===== config.mk =====
export PLATFORM = sky130hd
export DESIGN_NAME = lzjb_parse
export DESIGN_NICKNAME = d
export VERILOG_FILES = /design/src/lzjb_pkg.sv /design/src/lzjb_parse.sv
export SDC_FILE = /design/constraint.sdc
export NUM_CORES = 1
export LEC_CHECK = 0
export ABC_CLOCK_PERIOD_IN_PS = 6600
export BUFFER_PORTS_ARGS = -buffer_cell sky130_fd_sc_hd__buf_4
export CORE_MARGIN = 1.5
export CORE_UTILIZATION = 50
export DETAILED_ROUTE_END_ITERATION = 8
export GPL_ROUTABILITY_DRIVEN = 0
export PLACE_DENSITY = 0.75
export SYNTH_ARGS = -nofsm -noshare
export SYNTH_HDL_FRONTEND = slang
export SYNTH_SLANG_ARGS = --single-unit

===== constraint.sdc =====
create_clock -name clk_i -period 6.6 [get_ports clk_i]
set_input_delay 0.99 -clock clk_i [delete_from_list [all_inputs] [get_ports clk_i]]
set_output_delay 0.99 -clock clk_i [all_outputs]
set_load 0.005 [all_outputs]

===== src/lzjb_pkg.sv =====
`timescale 1ns / 1ps
// ----------------------------------------------------------------------------
// lzjb_pkg: shared constants and types of the lzjb decompressor
// Field widths, stream format constants, parser and engine state encodings.
// ----------------------------------------------------------------------------
package lzjb_pkg;

  // decompressed bytes packed into one output word
  localparam int OUT_WORD_BYTES = 8;
  localparam int OUT_BITS       = 8 * OUT_WORD_BYTES;
  localparam int CNT_W          = 4;

  // block length and position counters
  localparam int LENGTH_BITS = 21;

  // stream format
  localparam int LEN_FIELD_BITS  = 6;
  localparam int DIST_FIELD_BITS = 10;
  localparam int MIN_COPY        = 3;
  localparam int RUN_W           = LEN_FIELD_BITS + 1;
  localparam int MAP_BITS        = 8;
  localparam int MAP_LEFT_W      = 4;

  // history window
  localparam int WIN_AW    = 10;
  localparam int WIN_DEPTH = 1 << WIN_AW;

  typedef enum logic [1:0] {
    ST_OK       = 2'd0,
    ST_BAD_REF  = 2'd1,
    ST_PAST_END = 2'd2
  } status_e;

  typedef enum logic [1:0] {
    PH_MAP  = 2'd0,
    PH_ITEM = 2'd1,
    PH_LOW  = 2'd2
  } phase_e;

  typedef enum logic [1:0] {
    CMD_NONE = 2'd0,
    CMD_LIT  = 2'd1,
    CMD_COPY = 2'd2,
    CMD_ERR  = 2'd3
  } cmd_kind_e;

  typedef enum logic [1:0] {
    ES_IDLE = 2'd0,
    ES_COPY = 2'd1,
    ES_EMIT = 2'd2
  } eng_state_e;

  // decoded work handed from the parser to the copy engine
  typedef struct packed {
    cmd_kind_e                  kind;
    logic [7:0]                 lit;
    logic [DIST_FIELD_BITS-1:0] copy_dist;
    logic [RUN_W-1:0]           run;
    status_e                    status;
  } cmd_t;

endpackage


===== src/lzjb_parse.sv =====
`timescale 1ns / 1ps
// ----------------------------------------------------------------------------
// lzjb_parse: compressed stream parser
// Tracks map bits and token bytes, checks references and lengths, and hands
// literal, copy or error commands to the copy engine.
// ----------------------------------------------------------------------------
module lzjb_parse import lzjb_pkg::*; (
  input  logic                   clk_i,
  input  logic                   rst_ni,
  input  logic                   accept_i,
  input  logic [7:0]             byte_i,
  input  logic                   block_start_i,
  input  logic [LENGTH_BITS-1:0] pos_i,
  input  logic [LENGTH_BITS-1:0] len_i,
  output cmd_t                   cmd_o
);

  logic [MAP_BITS-1:0]   map_q, map_d, map_eff;
  logic [MAP_LEFT_W-1:0] left_q, left_d, left_eff, left_cons;
  phase_e                phase_q, phase_d, phase_eff;
  logic [7:0]            tok_q, tok_d, tok_eff;
  logic                  err_q, err_d, err_eff;
  logic                  ignore;
  logic [DIST_FIELD_BITS-1:0] copy_dist;
  logic [RUN_W-1:0]      run;

  // block start clears the parse state before the byte is looked at
  always_comb begin
    map_eff   = block_start_i ? '0 : map_q;
    left_eff  = block_start_i ? '0 : left_q;
    phase_eff = block_start_i ? PH_MAP : phase_q;
    tok_eff   = block_start_i ? '0 : tok_q;
    err_eff   = block_start_i ? 1'b0 : err_q;
    ignore    = err_eff || (pos_i >= len_i);
    left_cons = (left_eff != '0) ? left_eff - MAP_LEFT_W'(1) : left_eff;
    copy_dist = {tok_eff[1:0], byte_i};
    run       = RUN_W'(tok_eff[7:2]) + RUN_W'(MIN_COPY);
  end

  // parse step
  always_comb begin
    map_d           = map_q;
    left_d          = left_q;
    phase_d         = phase_q;
    tok_d           = tok_q;
    err_d           = err_q;
    cmd_o.kind      = CMD_NONE;
    cmd_o.lit       = byte_i;
    cmd_o.copy_dist = copy_dist;
    cmd_o.run       = run;
    cmd_o.status    = ST_OK;
    if (accept_i) begin
      map_d   = map_eff;
      left_d  = left_eff;
      phase_d = phase_eff;
      tok_d   = tok_eff;
      err_d   = err_eff;
      if (!ignore) begin
        case (phase_eff)
          PH_ITEM: begin
            if (map_eff[0]) begin
              tok_d   = byte_i;
              phase_d = PH_LOW;
            end else begin
              cmd_o.kind = CMD_LIT;
              map_d      = map_eff >> 1;
              left_d     = left_cons;
              phase_d    = (left_cons == '0) ? PH_MAP : PH_ITEM;
            end
          end
          PH_LOW: begin
            map_d   = map_eff >> 1;
            left_d  = left_cons;
            phase_d = (left_cons == '0) ? PH_MAP : PH_ITEM;
            if ((copy_dist == '0) || (LENGTH_BITS'(copy_dist) > pos_i)) begin
              cmd_o.kind   = CMD_ERR;
              cmd_o.status = ST_BAD_REF;
              err_d        = 1'b1;
            end else if (({1'b0, pos_i} + (LENGTH_BITS + 1)'(run)) > {1'b0, len_i}) begin
              cmd_o.kind   = CMD_ERR;
              cmd_o.status = ST_PAST_END;
              err_d        = 1'b1;
            end else begin
              cmd_o.kind = CMD_COPY;
            end
          end
          default: begin
            map_d   = byte_i;
            left_d  = MAP_LEFT_W'(MAP_BITS);
            phase_d = PH_ITEM;
          end
        endcase
      end
    end
  end

  // parse state registers
  always_ff @(posedge clk_i or negedge rst_ni) begin
    if (!rst_ni) begin
      map_q   <= '0;
      left_q  <= '0;
      phase_q <= PH_MAP;
      tok_q   <= '0;
      err_q   <= 1'b0;
    end else begin
      map_q   <= map_d;
      left_q  <= left_d;
      phase_q <= phase_d;
      tok_q   <= tok_d;
      err_q   <= err_d;
    end
  end

endmodule


==> impl_metrics.toml <==
[run_status]
outcome = "completed"

[floorplan]
core_area_um2 = 7210
die_w_um = 88.9
start_util_pct = 51.1
dieArea_um2 = 7900
rows = 31
fp.dieH_um = 88.9
pin_count = 83

[sta]
relSlewSlack_pct = 48.4
setup_viol = 0
setup_tns_ns = 0
tightest_slew_ns = 0.755
whs_ns = 0.512
setup_slack_ns = 0.706
finalCritPeriodShare_pct = 89.3
final_max_slew_viol_count = 0
fin_skew_ns = 0.00169
timing.final.crit_period_ns = 5.89
hold_viol_final = 0
rsz0062_at_grt = "no"
max_freq_mhz = 170

[run]
drv_cap = 0

[placed_design]
numPortBuffers = 82
pre_cts_ws_ns = 0.789
dp.cells = 616
hpwl_mm = 8.07
placed_area_um2 = 4230

[clock_tree]
cts_root_buf = "clkbuf_8"
numCtsBuffers = 3
cts_setup_buffers = 0
cts_tree = "yes"
cts_resized = 0
htree_levels = 1
clock-sinks = 23
clk_latency_ns = 0.27
cts.reportedPaths.clkPinSlew_ns = 0.08
cts_hold_buf = 0
cts_buffer_depth = 2

[synth]
synth.distinct_cells = 57
ys_top_cells_by_area = "ha_1, dfrtp_1, inv_1"
synth_top_area_share_pct = 21.4
synthCells = 469
yosys_warnings = 0
synthFlopType = "dfrtp_1"
async_flop_share_pct = 100
synth_area_per_cell_um2 = 7.87
synth-seq-cells = 23
synth_edf_count = 0
netlist_area_um2 = 3690
synth_top_cell_by_area = "ha_1"
synth-seq-area-share_pct = 15.6
syn-num-nets = 587

[setup_path]
cp-endpoint = "cmd_o[27]"
crit_type = "primary input to primary output"
start_kind = "primary input"
cp-startpoint = "block_start_i"
cp_max_fo = 23
cp.arrival_ns = 4.90
worstPathRequired_ns = 5.61
r2r_setup_slack_ns = 2.33
worstReg2RegEnd = "err_q$_DFFE_PN0P_"
cp-end-kind = "primary output"
reg2reg_depth = 18
r2r-start = "tok_q[2]$_DFFE_PN0P_"

[detailed_routing]
drt_first_pass_iters = 6
drc_errors = 0
routed_via_density = 6.01
drtIter0Drc = 171
wirelength_mm = 9.99
wl_per_cell_um = 16.1
postRouteAntennaNets = 0
via_count = 3728

[cells_and_area]
fin_cells = 620
fin_util_pct = 59.2
mostFrequentLayoutCell = "buf_4"
layout_common_cells = "buf_4, ha_1, inv_1"
final_cell_area_um2 = 4270
area_growth_pct = 15.8
drive_gt1_share_pct = 19.0
antenna-diode-count = 0
final_nets = 640

[pwr]
p_per_area_nw_per_um2 = 147
leakage_nw = 2.10
power_mw = 0.628
ir_worst_vdd_uv = 133

[worst_hold_path]
hp-class = "flip-flop to flip-flop"
worstHoldPathCells = 2

[global_route]
grt_use_total_pct = 25.9
grt_overflow = 0
grt_max_degree = 30
grt_pass1_vias = 3507
antenna_found_initial = 0
grt_pass1_wl_mm = 16.2
-- how the worst min path moves through the flow --
stage | from | endpoint | slack [ns]
2_1_floorplan | phase_q[1]$_DFFE_PN0P_ | phase_q[1]$_DFFE_PN0P_ | 0.47
3_3_place_gp | phase_q[1]$_DFFE_PN0P_ | phase_q[1]$_DFFE_PN0P_ | 0.48
3_5_place_dp | phase_q[1]$_DFFE_PN0P_ | phase_q[1]$_DFFE_PN0P_ | 0.49
4_1_cts | err_q$_DFFE_PN0P_ | err_q$_DFFE_PN0P_ | 0.51
5_1_grt | tok_q[0]$_DFFE_PN0P_ | tok_q[0]$_DFFE_PN0P_ | 0.57
6_report | err_q$_DFFE_PN0P_ | err_q$_DFFE_PN0P_ | 0.51
-- worst max-delay path, stage by stage --
cell and delay, ns:
buf_4 0.19, inv_1 0.12, nand2_1 0.11, ha_1 0.24, fa_1 0.42, a21o_1 0.18, a21oi_1 0.22, o21bai_1 0.11
a31o_2 0.32, nand4_1 0.12, xnor2_1 0.13, ha_1 0.26, a21oi_1 0.15, o21ai_0 0.13, a2111oi_0 0.39, o21ai_0 0.15
a21oi_1 0.34, a2111oi_2 0.14, buf_4 0.17
-- registers in the layout, indices dropped and copies added, names as in the netlist --
name and count:
map_q 8, tok_q 8, left_q 4, phase_q 2
err_q 1
-- where the power goes --
part	internal (mW)	leakage (nW)	switching (mW)
Sequential	0.164	0.305	0.0242
Clock	0.0432	0.0228	0.0476
Combinational	0.162	1.77	0.188
-- final cells by class --
type | count | area (um2)
sequential | 23 | 576
inverter | 48 | 180
timing repair buffer | 83 | 623
fill | 685 | 2940
tap | 99 | 124
multi-input combinational | 363 | 2730
clock buffer | 4 | 45.0
-- cells in the mapped netlist (all sizes together), types with 2 or more instances --
cell type and number:
and2 2, or4 2, or3 2, a21oi 28, and3 9, a211oi 4, xor2 5, xnor2 18
and4 6, buf 20, a21o 6, nand2 36, o21bai 2, a2111oi 4, a31oi 3, ha 63
o311ai 9, nand2b 11, o211ai 7, inv 48, o21ai 19, mux2 4, or2 2, a31o 2
a311o 2, nor2 18, a22o 6, nor2b 10, mux2i 9, dfrtp 23, nor3 8, a22oi 8
nor4 6, nand3 22, clkbuf 15, nand4 17, o221ai 2
-- layer usage --
metal  wire length, um  vias up  track usage [%]
met1              4290     1760             33.4
li1                  -     1817                -
met3               579       11             1.48
met2              4970      140             47.2
met4               139        0             6.39
met5                 0        -                0
-- logic make-up (layout without fill, tap and decap cells) --
logic type                 after synthesis  after routing  share of synthesized area (%)
and+or+nand+nor                        151            151                           21.9
AOI/OAI and AO/OA                      112            112                           21.0
buffers and inverters                   83            135                           10.5
adders and majority gates               64             64                           21.9
xor gates and xnor gates                23             23                           5.46
DFF                                     23             23                           15.6
muxes                                   13             13                           3.66
No activity file was read; power rests on OpenSTA's default activity.
